## src/rtl/vfd_pkg.sv

```systemverilog
// Shared types, constants and sample arithmetic for the frame decoder.
package vfd_pkg;

	localparam int unsigned NUM_PREDICTORS_DEF = 8;
	localparam int unsigned NUM_LANES = 8;
	localparam int unsigned FRAME_SAMPLES = 16;

	localparam logic [2:0] MODE_WRITE_COEF = 3'd0;
	localparam logic [2:0] MODE_CLEAR_HIST = 3'd1;
	localparam logic [2:0] MODE_LOOP_HIST = 3'd2;
	localparam logic [2:0] MODE_GIVEN_HIST = 3'd3;
	localparam logic [2:0] MODE_DECODE_4 = 3'd4;
	localparam logic [2:0] MODE_DECODE_2 = 3'd5;

	localparam logic APB_REG_LOOP_NEWEST = 1'b0;
	localparam logic APB_REG_LOOP_OLDER = 1'b1;

	typedef logic signed [15:0] smp_t;
	typedef smp_t [NUM_LANES-1:0] smp_vec_t;

	typedef struct packed {
		logic clear;
		logic mac;
		logic [2:0] step;
	} lane_ctrl_t;

	function automatic smp_t decode_code(input logic [63:0] codes, input logic two_bit,
			input logic [3:0] shift, input logic [3:0] pos);
		logic [3:0] raw4;
		logic [1:0] raw2;
		logic [15:0] ext;
		begin
			raw4 = 4'(codes >> (7'd60 - {1'b0, pos, 2'b00}));
			raw2 = 2'(codes >> (7'd62 - {2'b00, pos, 1'b0}));
			if (two_bit) begin
				ext = {{14{raw2[1]}}, raw2};
			end else begin
				ext = {{12{raw4[3]}}, raw4};
			end
			return smp_t'(ext << shift);
		end
	endfunction

	function automatic smp_t sat_acc(input logic signed [31:0] acc);
		logic signed [20:0] v;
		begin
			v = acc[31:11];
			if (v > 21'sd32767) begin
				return 16'sh7FFF;
			end else if (v < -21'sd32768) begin
				return 16'sh8000;
			end
			return smp_t'(v[15:0]);
		end
	endfunction

endpackage

```

## src/rtl/vfd_codebook.sv

```systemverilog
// Predictor coefficient memory with one write port and two registered read ports.
module vfd_codebook import vfd_pkg::*; #(
	parameter int unsigned DEPTH = NUM_PREDICTORS_DEF * 16,
	localparam int unsigned AW = $clog2(DEPTH)
) (
	input  logic          clk,
	input  logic          wr_en,
	input  logic [AW-1:0] wr_addr,
	input  smp_t          wr_data,
	input  logic          rd_en,
	input  logic [AW-1:0] rd_addr_a,
	input  logic [AW-1:0] rd_addr_b,
	output smp_t          rd_data_a,
	output smp_t          rd_data_b
);

	smp_t mem_q [DEPTH];

	always_ff @(posedge clk) begin
		if (wr_en) begin
			mem_q[wr_addr] <= wr_data;
		end
		if (rd_en) begin
			rd_data_a <= mem_q[rd_addr_a];
			rd_data_b <= mem_q[rd_addr_b];
		end
	end

endmodule

```

## config.mk

```make
export PLATFORM = sky130hd
export DESIGN_NAME = vfd_codebook
export DESIGN_NICKNAME = d
export VERILOG_FILES = /design/src/rtl/vfd_pkg.sv /design/src/rtl/vfd_codebook.sv
export SDC_FILE = /design/constraint.sdc
export NUM_CORES = 2
export LEC_CHECK = 0
export BUFFER_PORTS_ARGS = -buffer_cell sky130_fd_sc_hd__buf_2
export CAP_MARGIN = 0
export CORE_AREA = 3 3 526 528
export CTS_BUF_LIST = sky130_fd_sc_hd__clkbuf_4
export DETAILED_ROUTE_END_ITERATION = 16
export DIE_AREA = 0 0 529 531
export SLEW_MARGIN = 20
export SYNTH_ARGS = -nofsm -noshare
export SYNTH_HDL_FRONTEND = slang
export SYNTH_SLANG_ARGS = --single-unit
export TNS_END_PERCENT = 5
```

## constraint.sdc

```tcl
create_clock -name clk -period 3.35 [get_ports clk]
set_clock_uncertainty 0.2 [all_clocks]
set_input_delay 0 -clock clk [delete_from_list [all_inputs] [get_ports clk]]
set_output_delay 0 -clock clk [all_outputs]
set_load 0.1 [all_outputs]
```

Word level (Yosys, flattened, before mapping)
Memories as Yosys holds them, arrays and structs flattened. A register that Yosys moved wholly into a read port is not among the register bits.
Index checks and enable logic that the tools add are counted.
{ "word_totals": {"register_bits": 0, "ramBits": 2048, "input_bits": 40, "output_inout_bits": 32, "wordCells": 3, "memories": 1} }
{ "classes": {"mux": 2} }
{ "mem_list": {"columns": ["memory", "depth", "width", "rd", "rd_clocked_by_memory_dff", "write_ports", "line_no", "text"], "rows": [
  ["mem_q", 128, 16, 2, 2, 1, "vfd_codebook.sv:17", "smp_t mem_q [DEPTH];"]
]} }
{ "op_table": {"columns": ["cell", "n"], "rows": [
  ["2-to-1 mux 1 bit", 2]
]} }

Depth between registers and ports, before layout
{ "depth": {"word_depth": 2, "ltp_mapped": 7, "ltp_nobuf": 4} }

Worst setup path before layout
OpenSTA, ideal clock, no wires.
{ "synth_timing": {"path_kind": "input -> register", "start": "input port rd_addr_b[0]", "end": "register rd_data_b[0] (read register of mem_q), data pin", "setup_time_ns": 0.260, "arrival_ns": 2.372, "t_required_ns": 2.890, "slack_ns": 0.519, "stages": 6, "path_buffers": 2, "cell_sequence": "buf_2 clkbuf_1 mux4_2 mux4_2 mux4_2 mux2_2"} }
{ "synth_lines": {"columns": ["item", "line_no", "text"], "rows": [
  ["start: declaration", "vfd_codebook.sv:12", "input logic [AW-1:0] rd_addr_b,"],
  ["end: declaration", "vfd_codebook.sv:14", "output smp_t rd_data_b"]
]} }

Worst setup path in the final report
{ "layout_timing": {"start": "input port wr_addr[5]", "end": "memory mem_q[80][12] (netlist name) (enable)"} }
{ "layout_lines": {"columns": ["item", "line_no", "text"], "rows": [
  ["start: declaration", "vfd_codebook.sv:8", "input logic [AW-1:0] wr_addr,"],
  ["end: declaration", "vfd_codebook.sv:17", null]
]} }
Straight into the memory's write port.

==> results.sh <==
export IMPL_reg2reg_depth=5
export IMPL_worstSetupEndpointType="flop"
export IMPL_overflow=0
export IMPL_cp_slowest_cell="dlygate4sd3_1"
export IMPL_rsz0062_at_grt="no"
export IMPL_hold_viol=0
export IMPL_die_w_um=529
export IMPL_holdPathStages=4
export IMPL_drive_gt1_share_pct=54.4
export IMPL_dr_pass1_iters=8
export IMPL_fp_dieH_um=531
export IMPL_grt_antenna_before_repair=52
export IMPL_tritoncts="yes"
export IMPL_gp_congestion=0.854
export IMPL_drv_cap=0
export IMPL_fin_crit_ns=3.39
export IMPL_core_area_mm2=0.273
export IMPL_routed_wirelength_um=303000
export IMPL_grt_pass1_wl_um=423000
export IMPL_seq_area_mm2=0.0625
export IMPL_vias=52600
export IMPL_drtIter0Drc=7142
export IMPL_antenna_left=0
export IMPL_drv_slew=0
export IMPL_violations="negative setup slack"
export IMPL_synthCells=3941
export IMPL_startpoint="wr_addr[5]"
export IMPL_clockBufferDepth=4
export IMPL_setup_violations=20
export IMPL_clk_latency_ns=1.42
export IMPL_crit_arrival_ns=4.26
export IMPL_drc_errors=0
export IMPL_powerDensity_mw_per_mm2=501
export IMPL_start_util_pct=34.9
export IMPL_cpMostUsedCell="dlygate4sd3_1"
export IMPL_h_tree_depth=6
export IMPL_slowest_delay_ns=0.77
export IMPL_hold_start="wr_data[6]"
export IMPL_cts_root_buf="clkbuf_4"
export IMPL_fillers=23900
export IMPL_cts_buffers=555
export IMPL_routedWlPerCell_um=34.4
export IMPL_syn_area_mm2=0.0951
export IMPL_path_buf_inv=7
export IMPL_cts_sink_count=2080
export IMPL_cp_cell_sequence="dlygate4sd3_1, dlygate4sd3_1, buf_2, dlygate4sd3_1, nor2b_1, nand3_1, nor2_2, dlygate4sd3_1, dlygate4sd3_1, buf_12"
export IMPL_r2r_start="mem_q[80][10]"
export IMPL_crit_cells=10
export IMPL_synthToLayoutAreaGrowth_pct=17.7
export IMPL_nNetsFinal=4846
export IMPL_multiInputGateArea_mm2=0.0317
export IMPL_criticalPathCategory="in2reg"
export IMPL_hp_class="in2reg"
export IMPL_status="finished, violations left"
export IMPL_cts_setup_buffers=0
export IMPL_dp_hpwl_um=189000
export IMPL_syn_num_nets=3981
export IMPL_vdd_ir_drop_max_mv=0.403
export IMPL_fmax_mhz=295
export IMPL_worstMarginPinSlew_ns=0.916
export IMPL_ios=72
export IMPL_drt_vias_per_instance=5.98
export IMPL_worstPathRequired_ns=4.21
export IMPL_die_area_mm2=0.281
export IMPL_yosysUniqueCellTypes=15
export IMPL_grt_max_degree=99
export IMPL_path_delay_family="buffers and inverters"
export IMPL_cp_max_fo=12
export IMPL_synth_yosys_seq_area_share_pct=65.7
export IMPL_slew_headroom_pct=38.8
export IMPL_period_share_pct=101
export IMPL_io_buffer_count=71
export IMPL_grt_pass1_vias=54400
export IMPL_track_usage_pct=21.6
export IMPL_final_util_pct=41.0
export IMPL_pre_cts_ws_ns=-0.0629
export IMPL_synth_warnings=0
export IMPL_avgSynthCellArea_um2=24.1
export IMPL_synth_seq_cells=2080
export IMPL_rows=192
export IMPL_fin_ws_ns=-0.0449
export IMPL_p_leak_nw=35.1
export IMPL_start_kind="primary input"
export IMPL_cts_reportedPaths_clkPinSlew_ns=0.07
[cells by family (layout without fill, tap and decap cells)]
logic type    count (synthesis)  after routing  synth area share, %
buf+inv                     315           1555                 1.40
flops                      2080           2080                 65.7
mux                        1376           1376                 32.2
other cells                   0             25                    0
simple gates                170            170                0.733
[final timing paths]
| check | end | slack [ns] |
|---|---|---|
| min reg2reg | rd_data_a[1] | 1.04 |
| min | mem_q[27][6] | 0.12 |
| max reg2reg | rd_data_a[10] | 0.04 |
| max | mem_q[80][12] | -0.04 |
[sequential cells by signal, indices dropped and copies added, names as in the netlist]
signal	cells
rd_data_b	16
mem_q	2048
rd_data_a	16
[cells in the final DEF (no fill, tap or decap), drive strengths merged]
master	instances
edfxtp	2080
mux4	1344
clkbuf	761
buf	508
clkinv	150
nor2	122
dlygate4sd3	111
mux2	32
diode	25
inv	15
nand2	14
nand3	12
nor3	9
nor2b	7
bufinv	5
nand4	3
clkinvlp	3
nand2b	2
dlymetal6s4s	2
or3	1
[per-layer routing]
| layer | share of wire [%] | vias to the layer above | global-route usage [%] | wire length [um] |
|---|---|---|---|---|
| met5 | 0.018 | - | 0 | 55 |
| met4 | 4.3 | 8 | 9.32 | 12900 |
| met3 | 10 | 557 | 5.08 | 30600 |
| met2 | 48 | 3044 | 33.9 | 145000 |
| met1 | 38 | 28900 | 28.7 | 114000 |
| li1 | - | 20100 | - | - |
[synth_stat cells, drive strengths merged]
library cell | instances | area, um^2
buf | 152 | 718
clkbuf | 163 | 612
edfxtp | 2080 | 62500
mux2 | 32 | 360
mux4 | 1344 | 30300
nand2 | 14 | 52.6
nand2b | 2 | 12.5
nand3 | 12 | 60.1
nand4 | 3 | 18.8
nor2 | 122 | 458
nor2b | 7 | 43.8
nor3 | 9 | 45.0
or3 | 1 | 6.26
[final cells by class]
class	instances	share of cell area, %
multi-input combinational	1546	28.3
timing repair buffer	623	6.05
tap	3589	4.01
clock inverter	173	0.740
clock buffer	759	5.09
antenna	25	0.0559
sequential	2080	55.8
[worst register-to-register path, cell delays in order (launching register included)]
cell	delay, ns
edfxtp_1	0.42
mux4_2	0.48
mux4_2	0.48
dlygate4sd3_1	0.58
mux4_2	0.58
mux2_2	0.31
[report_power, final]
group	total (mW)	internal (mW)	switching, mW	leakage (nW)
Sequential	28.9	28.8	0.125	18.7
Clock	21.4	10.9	10.6	3.92
Combinational	5.75	2.45	3.31	12.5
Total	56.1	42.1	14.0	35.1
[stage by stage]
stage / total power [mW] / cell area [um^2] / cells / setup TNS (ns) / hold slack (ns)
after floorplan: 32.5 / 95100 / 3941 / 0 / -0.101
after global placement: 35.0 / 104000 / 7703 / -0.323 / 0.364
after detailed placement: 35.0 / 104000 / 7705 / -0.296 / 0.329
after CTS: 56.7 / 112000 / 8770 / 0 / 0.0159
after global routing: 58.2 / 112000 / 8783 / 0 / 0.0541
final: 56.1 / 112000 / 8795 / -0.372 / 0.117
[repair_timing]
action / in CTS / in global routing
gates resized for setup: 0 / 2
hold buffers: 133 / 0
endpoints found under the setup margin: 0 / 17
hold endpoints to repair: 4160 / 0
Note: power is estimated with default switching activity, not from simulation.
