### src/rtl/vfd_pkg.sv
// Shared types, constants and sample arithmetic for the frame decoder.
package vfd_pkg;

	localparam int unsigned NUM_PREDICTORS_DEF = 8;
	localparam int unsigned NUM_LANES = 8;
	localparam int unsigned FRAME_SAMPLES = 16;

	localparam logic [2:0] MODE_WRITE_COEF = 3'd0;
	localparam logic [2:0] MODE_CLEAR_HIST = 3'd1;
	localparam logic [2:0] MODE_LOOP_HIST = 3'd2;
	localparam logic [2:0] MODE_GIVEN_HIST = 3'd3;
	localparam logic [2:0] MODE_DECODE_4 = 3'd4;
	localparam logic [2:0] MODE_DECODE_2 = 3'd5;

	localparam logic APB_REG_LOOP_NEWEST = 1'b0;
	localparam logic APB_REG_LOOP_OLDER = 1'b1;

	typedef logic signed [15:0] smp_t;
	typedef smp_t [NUM_LANES-1:0] smp_vec_t;

	typedef struct packed {
		logic clear;
		logic mac;
		logic [2:0] step;
	} lane_ctrl_t;

	function automatic smp_t decode_code(input logic [63:0] codes, input logic two_bit,
			input logic [3:0] shift, input logic [3:0] pos);
		logic [3:0] raw4;
		logic [1:0] raw2;
		logic [15:0] ext;
		begin
			raw4 = 4'(codes >> (7'd60 - {1'b0, pos, 2'b00}));
			raw2 = 2'(codes >> (7'd62 - {2'b00, pos, 1'b0}));
			if (two_bit) begin
				ext = {{14{raw2[1]}}, raw2};
			end else begin
				ext = {{12{raw4[3]}}, raw4};
			end
			return smp_t'(ext << shift);
		end
	endfunction

	function automatic smp_t sat_acc(input logic signed [31:0] acc);
		logic signed [20:0] v;
		begin
			v = acc[31:11];
			if (v > 21'sd32767) begin
				return 16'sh7FFF;
			end else if (v < -21'sd32768) begin
				return 16'sh8000;
			end
			return smp_t'(v[15:0]);
		end
	endfunction

endpackage

### src/rtl/vfd_lane.sv
// One prediction lane: accumulates the filter terms of one sample of a group.
module vfd_lane import vfd_pkg::*; (
	input  logic       clk,
	input  logic       arst_n,
	input  logic [2:0] lane_idx,
	input  lane_ctrl_t ctrl,
	input  smp_t       coef_a,
	input  smp_t       coef_b,
	input  smp_t       p1,
	input  smp_t       p2,
	input  smp_vec_t   ins,
	output smp_t       res
);

	smp_t op_a;
	smp_t op_b;
	logic signed [31:0] prod_a;
	logic signed [31:0] prod_b;
	logic signed [31:0] prod_a_s2;
	logic signed [31:0] prod_b_s2;
	logic prod_vld_s2;
	logic signed [31:0] acc_q;

	always_comb begin
		op_a = '0;
		op_b = '0;
		if (ctrl.step == lane_idx) begin
			op_a = p2;
			op_b = p1;
		end else if (ctrl.step < lane_idx) begin
			op_b = ins[3'(lane_idx - ctrl.step - 3'd1)];
		end
	end

	assign prod_a = coef_a * op_a;
	assign prod_b = coef_b * op_b;

	always_ff @(posedge clk or negedge arst_n) begin
		if (!arst_n) begin
			prod_vld_s2 <= 1'b0;
		end else begin
			prod_vld_s2 <= ctrl.mac;
		end
	end

	always_ff @(posedge clk) begin
		if (ctrl.mac) begin
			prod_a_s2 <= prod_a;
			prod_b_s2 <= prod_b;
		end
		if (ctrl.clear) begin
			acc_q <= 32'(ins[lane_idx]) <<< 11;
		end else if (prod_vld_s2) begin
			acc_q <= acc_q + prod_a_s2 + prod_b_s2;
		end
	end

	assign res = sat_acc(acc_q);

endmodule
### config.mk
export PLATFORM = sky130hd
export DESIGN_NAME = vfd_lane
export DESIGN_NICKNAME = d
export VERILOG_FILES = /design/src/rtl/vfd_pkg.sv /design/src/rtl/vfd_lane.sv
export SDC_FILE = /design/constraint.sdc
export NUM_CORES = 2
export LEC_CHECK = 0
export BUFFER_PORTS_ARGS = -buffer_cell sky130_fd_sc_hd__buf_2
export CAP_MARGIN = 20
export CORE_ASPECT_RATIO = 0.5
export CORE_UTILIZATION = 55
export CTS_CLUSTER_DIAMETER = 50
export DETAILED_ROUTE_END_ITERATION = 8
export GPL_ROUTABILITY_DRIVEN = 0
export GPL_TIMING_DRIVEN = 1
export PLACE_DENSITY_LB_ADDON = 0.12
export RECOVER_POWER = 100
export SYNTH_ARGS = -nofsm -noshare
export SYNTH_HDL_FRONTEND = slang
export SYNTH_SLANG_ARGS = --single-unit
export TNS_END_PERCENT = 50
### constraint.sdc
create_clock -name clk -period 5 [get_ports clk]
set_clock_uncertainty 0.15 [all_clocks]
set_input_delay 0.5 -clock clk [delete_from_list [all_inputs] [get_ports clk]]
set_output_delay 0.5 -clock clk [all_outputs]
set_load 0.02 [all_outputs]
## Word level (Yosys, flattened, before mapping)

Index checks and enable logic that the tools add are counted.

| word-level totals | value |
|---|---|
| bits in registers | 97 |
| input port bits | 202 |
| word-level logic and storage cells | 32 |

| operators by class | value |
|---|---|
| add/subtract/negate cells | 4 |
| multiply operators | 2 |
| magnitude comparators | 5 |
| eq/ne operators | 1 |
| mux-type cells | 14 |
| reductions and logical operators | 1 |

Operators by type and width:

| kind | count |
|---|---|
| two-way mux 16 bit | 8 |
| binary-select mux 16 bit (select 3 bit) | 2 |
| adder 32 bit | 2 |
| multiplier 16 x 16 -> 32 bit | 2 |
| two-way mux 32 bit | 2 |
| > comparator 21 x 16 -> 1 bit (second input constant) | 1 |
| less-than comparator 21 x 16 -> 1 bit (second input constant) | 1 |
| less-than comparator 3 x 4 -> 1 bit (second input constant) | 2 |
| equality test 3 bit | 1 |
| less-than comparator 3 bit | 1 |
| subtractor 3 x 1 -> 3 bit (second input constant) | 1 |
| subtractor 3 bit | 1 |
| two-way mux 1 bit | 2 |
| nonzero test 2 bit | 1 |

## Logic depth before layout (Yosys ltp)

| logic depth | value |
|---|---|
| depth after elaboration | 7 |
| gate-level depth with buffers | 32 |
| gate-level depth less buffers | 29 |

## Worst setup path before layout

Ideal clock, no wire load.

| path | value |
|---|---|
| path type | input-to-reg |
| start point | input port lane_idx[2] |
| end point | register prod_b_s2[31], data pin |
| arrival | 8.097 ns |
| slack | -3.382 ns |
| stages on the path | 29 |
| cells stage by stage | clkbuf_1 -> clkinv_1 -> clkbuf_1 -> ha_1 -> xor2_2 -> mux2i_1 -> o21ai_0 -> buf_2 -> nand2_1 -> inv_1 -> fa_1 -> fa_1 -> fa_1 -> fa_1 -> fa_1 -> inv_1 -> fa_1 -> inv_1 -> ha_1 -> buf_2 -> a21o_1 -> a21o_1 -> a21o_1 -> a21oi_1 -> nor2b_1 -> o21ai_1 -> a31oi_1 -> or4_1 -> nand3_1 |

| between the ends | value |
|---|---|
| longest elaborated chain between the ends | 7 |

RTL lines:

| item | line | source |
|---|---|---|
| start: declaration | vfd_lane.sv:5 | `input logic [2:0] lane_idx,` |
| subtractor 3 bit | vfd_lane.sv:31 | `op_b = ins[3'(lane_idx - ctrl.step - 3'd1)];` |
| subtractor 3 x 1 -> 3 bit | vfd_lane.sv:31 |  |
| binary-select mux 16 bit (select 3 bit) | vfd_lane.sv:31 |  |
| two-way mux 16 bit (not written as such) | vfd_lane.sv:31 |  |
| two-way mux 16 bit | vfd_lane.sv:30 | `end else if (ctrl.step < lane_idx) begin` |
| two-way mux 16 bit * | vfd_lane.sv:27 | `if (ctrl.step == lane_idx) begin` |
| multiplier 16 x 16 -> 32 bit * | vfd_lane.sv:36 | `assign prod_b = coef_b * op_b;` |
| named net prod_b[31] | vfd_lane.sv:18 | `logic signed [31:0] prod_b;` |
| end signal: assignment | vfd_lane.sv:49 | `prod_b_s2 <= prod_b;` |
| end: declaration | vfd_lane.sv:20 | `logic signed [31:0] prod_b_s2;` |

The timed path passes the listed nets; every way through them passes the cells marked *. The select of a mux whose other input is x is not followed.
A chain may end at the register's enable or synchronous reset.

## Worst setup path after layout

| path | value |
|---|---|
| start point | input port ctrl[0] in the netlist's numbering |
| end point | register prod_b_s2[29], data pin |

| between the ends | value |
|---|---|
| longest elaborated chain between the ends | 7 |

RTL lines:

| item | line | source |
|---|---|---|
| start: declaration | vfd_lane.sv:6 | `input lane_ctrl_t ctrl,` |
| subtractor 3 bit | vfd_lane.sv:31 |  |
| subtractor 3 x 1 -> 3 bit | vfd_lane.sv:31 |  |
| binary-select mux 16 bit (select 3 bit) | vfd_lane.sv:31 |  |
| two-way mux 16 bit (not written as such) | vfd_lane.sv:31 |  |
| two-way mux 16 bit | vfd_lane.sv:30 |  |
| two-way mux 16 bit * | vfd_lane.sv:27 |  |
| multiplier 16 x 16 -> 32 bit * | vfd_lane.sv:36 |  |
| named net prod_b[29] | vfd_lane.sv:18 |  |

Marked as above.

==> impl_metrics.prom <==
# TYPE chip_impl_metric gauge
chip_impl_metric{name="synth_cell_type_count",unit=""} 78
chip_impl_metric{name="wl_per_cell",unit="um"} 18.7
chip_impl_metric{name="postSynthRegisterBits",unit=""} 97
chip_impl_info{name="tritoncts_clock_tree",value="yes"} 1
chip_impl_metric{name="numCtsBuffers",unit=""} 9
chip_impl_metric{name="antenna_violations_before_repair",unit=""} 1
chip_impl_metric{name="wire_length_of_the_first_global_routing_pass",unit="mm"} 123
chip_impl_metric{name="grtUsageTotal",unit="%"} 31.0
chip_impl_metric{name="tightest_slew",unit="ps"} 3440
chip_impl_metric{name="pin_count",unit=""} 218
chip_impl_metric{name="cpPeakStageDelay",unit="ps"} 610
chip_impl_metric{name="mappedNetlistArea",unit="sq um"} 27400
chip_impl_metric{name="via_per_inst",unit=""} 5.41
chip_impl_metric{name="count_of_flip_flops_with_a_built_in_enable_after_synthesis",unit=""} 85
chip_impl_metric{name="num-nets-final",unit=""} 4341
chip_impl_info{name="grt_setup_unrepaired",value="yes"} 1
chip_impl_info{name="outcome",value="complete, but fails checks"} 1
chip_impl_metric{name="synthesis.yosys.warnings",unit=""} 0
chip_impl_metric{name="max_slew_margin",unit="%"} -129
chip_impl_metric{name="slew_limit_fails",unit=""} 89
chip_impl_metric{name="insertion_delay",unit="ps"} 350
chip_impl_metric{name="effective_utilization_at_floorplan",unit="%"} 56.1
chip_impl_metric{name="fmax",unit="MHz"} 132
chip_impl_info{name="worst_setup_path_end_kind",value="flop"} 1
chip_impl_metric{name="global_route.overflow_total",unit=""} 0
chip_impl_metric{name="synthesis_to_layout_area_growth",unit="%"} 25.2
chip_impl_metric{name="place_hpwl",unit="mm"} 62.2
chip_impl_metric{name="final_hold_viol_count",unit=""} 0
chip_impl_metric{name="drt.antenna.violating_nets",unit=""} 0
chip_impl_metric{name="clock_tree_buffer_depth",unit=""} 2
chip_impl_info{name="holdCritPathClass",value="in -> async"} 1
chip_impl_info{name="criticalPathCategory",value="in -> reg"} 1
chip_impl_metric{name="post_route_cells_drive_above_1_share",unit="%"} 29.6
chip_impl_metric{name="syn-instance-count",unit=""} 2806
chip_impl_metric{name="postSynthNetCount",unit=""} 3763
chip_impl_info{name="cpMostUsedCell",value="sky130_fd_sc_hd__fa_1"} 1
chip_impl_metric{name="clock_sinks",unit=""} 97
chip_impl_info{name="failed_checks",value="max-capacitance violations, max-slew violations, negative setup slack"} 1
chip_impl_metric{name="worst-endpoint-required",unit="ps"} 4940
chip_impl_info{name="ctsRootBufferMaster",value="sky130_fd_sc_hd__clkbuf_16"} 1
chip_impl_metric{name="post-place-ws",unit="ps"} -3160
chip_impl_info{name="worst_path_max_delay_cell",value="sky130_fd_sc_hd__fa_2"} 1
chip_impl_metric{name="clk_pin_slew_worst_paths",unit="ps"} 70
chip_impl_metric{name="detail_route.wirelength",unit="mm"} 75.4
chip_impl_metric{name="timing.critical_path.arrival",unit="ps"} 7540
chip_impl_metric{name="remaining_drc_errors",unit=""} 0
chip_impl_metric{name="synth-seq-area-share",unit="%"} 10.2
chip_impl_metric{name="finalCriticalPeriod",unit="ps"} 7590
chip_impl_metric{name="maximum_capacitance_violations",unit=""} 2
chip_impl_metric{name="setup_viol",unit=""} 54
chip_impl_metric{name="dieWidth",unit="um"} 317
chip_impl_metric{name="post-route-period-util",unit="%"} 152
chip_impl_metric{name="drt_first_iter_violations",unit=""} 1527
chip_impl_metric{name="largest_net_degree_at_the_start_of_global_routing",unit=""} 66
chip_impl_info{name="worst_setup_path_start_kind",value="input pin"} 1
chip_impl_metric{name="drtPass1Iterations",unit=""} 7
chip_impl_metric{name="portBuffers",unit=""} 217
chip_impl_metric{name="placeableCoreArea",unit="sq um"} 48800
chip_impl_metric{name="cts.htree.levels",unit=""} 3
chip_impl_metric{name="design.die.area",unit="sq um"} 50700
chip_impl_metric{name="floorplan.rows",unit=""} 57
chip_impl_info{name="ys_flop_type",value="sky130_fd_sc_hd__edfxtp_1"} 1
chip_impl_metric{name="dieHeight",unit="um"} 160
chip_impl_metric{name="first_global_vias",unit=""} 23600
chip_impl_metric{name="timing.critical_path.fanout_max",unit=""} 5
chip_impl_metric{name="postLayoutSetupSlackWorst",unit="ps"} -2590
chip_impl_metric{name="vias",unit=""} 21800
chip_impl_metric{name="postSynthAreaPerCell",unit="sq um"} 9.75
chip_impl_metric{name="postSynth.asyncResetShare",unit="%"} 1.03
synthesized netlist by cell type (all sizes together), types with 3 or more instances:
master	n	area, sq um
nor2b	5	31.3
nand4	6	37.5
a211oi	11	87.6
nand2	358	1340
or3	3	18.8
a31oi	13	109
xor2	27	244
clkbuf	89	344
and3	112	702
a21o	60	450
mux4	64	1440
fa	557	11200
o211ai	3	22.5
ha	198	2480
o21ai	57	289
o31a	3	26.3
a22o	12	105
dfxtp	11	220
or2	21	131
mux2i	24	240
nand3	25	130
a211o	5	43.8
o21a	8	61.3
nor2	65	244
a2111oi	4	66.3
o31ai	4	35.0
a21oi	64	328
inv	618	2320
nand3b	3	22.5
nand2b	7	43.8
o21bai	11	82.6
edfxtp	85	2550
and2	133	832
xnor2	69	604
nor3	15	75.1
buf	24	133
area by class of cell:
cell class	count	area, sq um
clock inverters	5	36.3
well taps	649	812
inverters	619	2350
flip-flops and latches	97	2800
repair buffers	679	5050
diodes	1	2.50
clock buffers	11	243
multi-input cells	1978	23000
fillers	3714	14500
final timing paths:
check | from | endpoint | slack [ps] | cells after the start
min | arst_n | prod_vld_s2 | 280 | 2
max reg2reg | prod_b_s2[1] | acc_q[29] | 670 | 13
max in group asynchronous | arst_n | prod_vld_s2 | 4330 | 2
max | ctrl[0] | prod_b_s2[29] | -2590 | 30
min in group clk | acc_q[0] | acc_q[0] | 330 | 2
min reg2reg | acc_q[0] | acc_q[0] | 330 | 2
registers in the layout (all words and copies together), names as in the netlist:
name         count
prod_vld_s2      1
acc_q           32
prod_b_s2       32
prod_a_s2       32
cells in the final DEF, fill, tap and decap left out, types with 22 or more instances in the layout:
cell,count
sky130_fd_sc_hd__nor2_1,60
sky130_fd_sc_hd__and2_1,116
sky130_fd_sc_hd__inv_2,37
sky130_fd_sc_hd__buf_12,23
sky130_fd_sc_hd__nand2_1,328
sky130_fd_sc_hd__xnor2_1,65
sky130_fd_sc_hd__o21ai_0,27
sky130_fd_sc_hd__buf_6,42
sky130_fd_sc_hd__ha_1,167
sky130_fd_sc_hd__a21o_1,60
sky130_fd_sc_hd__ha_4,28
sky130_fd_sc_hd__inv_1,579
sky130_fd_sc_hd__and3_1,108
sky130_fd_sc_hd__buf_2,198
sky130_fd_sc_hd__buf_4,388
sky130_fd_sc_hd__a21oi_1,42
sky130_fd_sc_hd__mux4_2,64
sky130_fd_sc_hd__fa_1,538
sky130_fd_sc_hd__xor2_1,22
sky130_fd_sc_hd__edfxtp_1,85
per-stage QoR:
stage                     instances  TNS (ps)  cell area (sq um)  util, %  hold WS (ps)
after floorplan                2806    -84800              28000        -          54.4
after global placement         3938   -118550              32200     66.1           125
after detailed placement       3938   -121400              32200     66.1           126
after CTS                      4009    -92640              33800     69.2           284
after global routing           4039   -110910              34300     70.2           304
final                          4039    -99940              34300     70.2           278
routing by layer:
| layer | up-vias | wire length (um) | GRT usage [%] |
|---|---|---|---|
| met3 | 122 | 4640 | 3.91 |
| li1 | 9952 | - | - |
| met4 | 2 | 1960 | 7.81 |
| met1 | 11000 | 32500 | 43.5 |
| met5 | - | 13 | 0 |
| met2 | 779 | 36300 | 51.3 |
critical path: cells and delay by family:
family	cells	cell delay, ps
buffers and inverters	10	940
adder cells (fa/ha/maj)	9	4150
multiplexers	2	520
XOR/XNOR	1	60
AND/OR/NAND/NOR	2	290
AO/OA/AOI/OAI	6	1050
cells by family after synthesis:
logic type / share of synthesized area [%]
simple gates: 13.4
fa+ha+maj: 49.8
flops: 10.2
buf+inv: 10.2
xor+xnor: 3.10
compound gates: 6.98
mux: 6.23
timing repair:
| item | in CTS | in global routing |
|---|---|---|
| hold buffers | 1 | 0 |
| gates resized for setup | 172 | 102 |
| pin swaps | 125 | 143 |
| endpoints found under the hold margin | 1 | 0 |
| cloned | 8 | 0 |
| setup buffers | 50 | 33 |
| endpoints found under the setup margin | 54 | 54 |
Power is not shown: default switching activity piles up to over one toggle a cycle in this logic, so the estimate is an artifact.
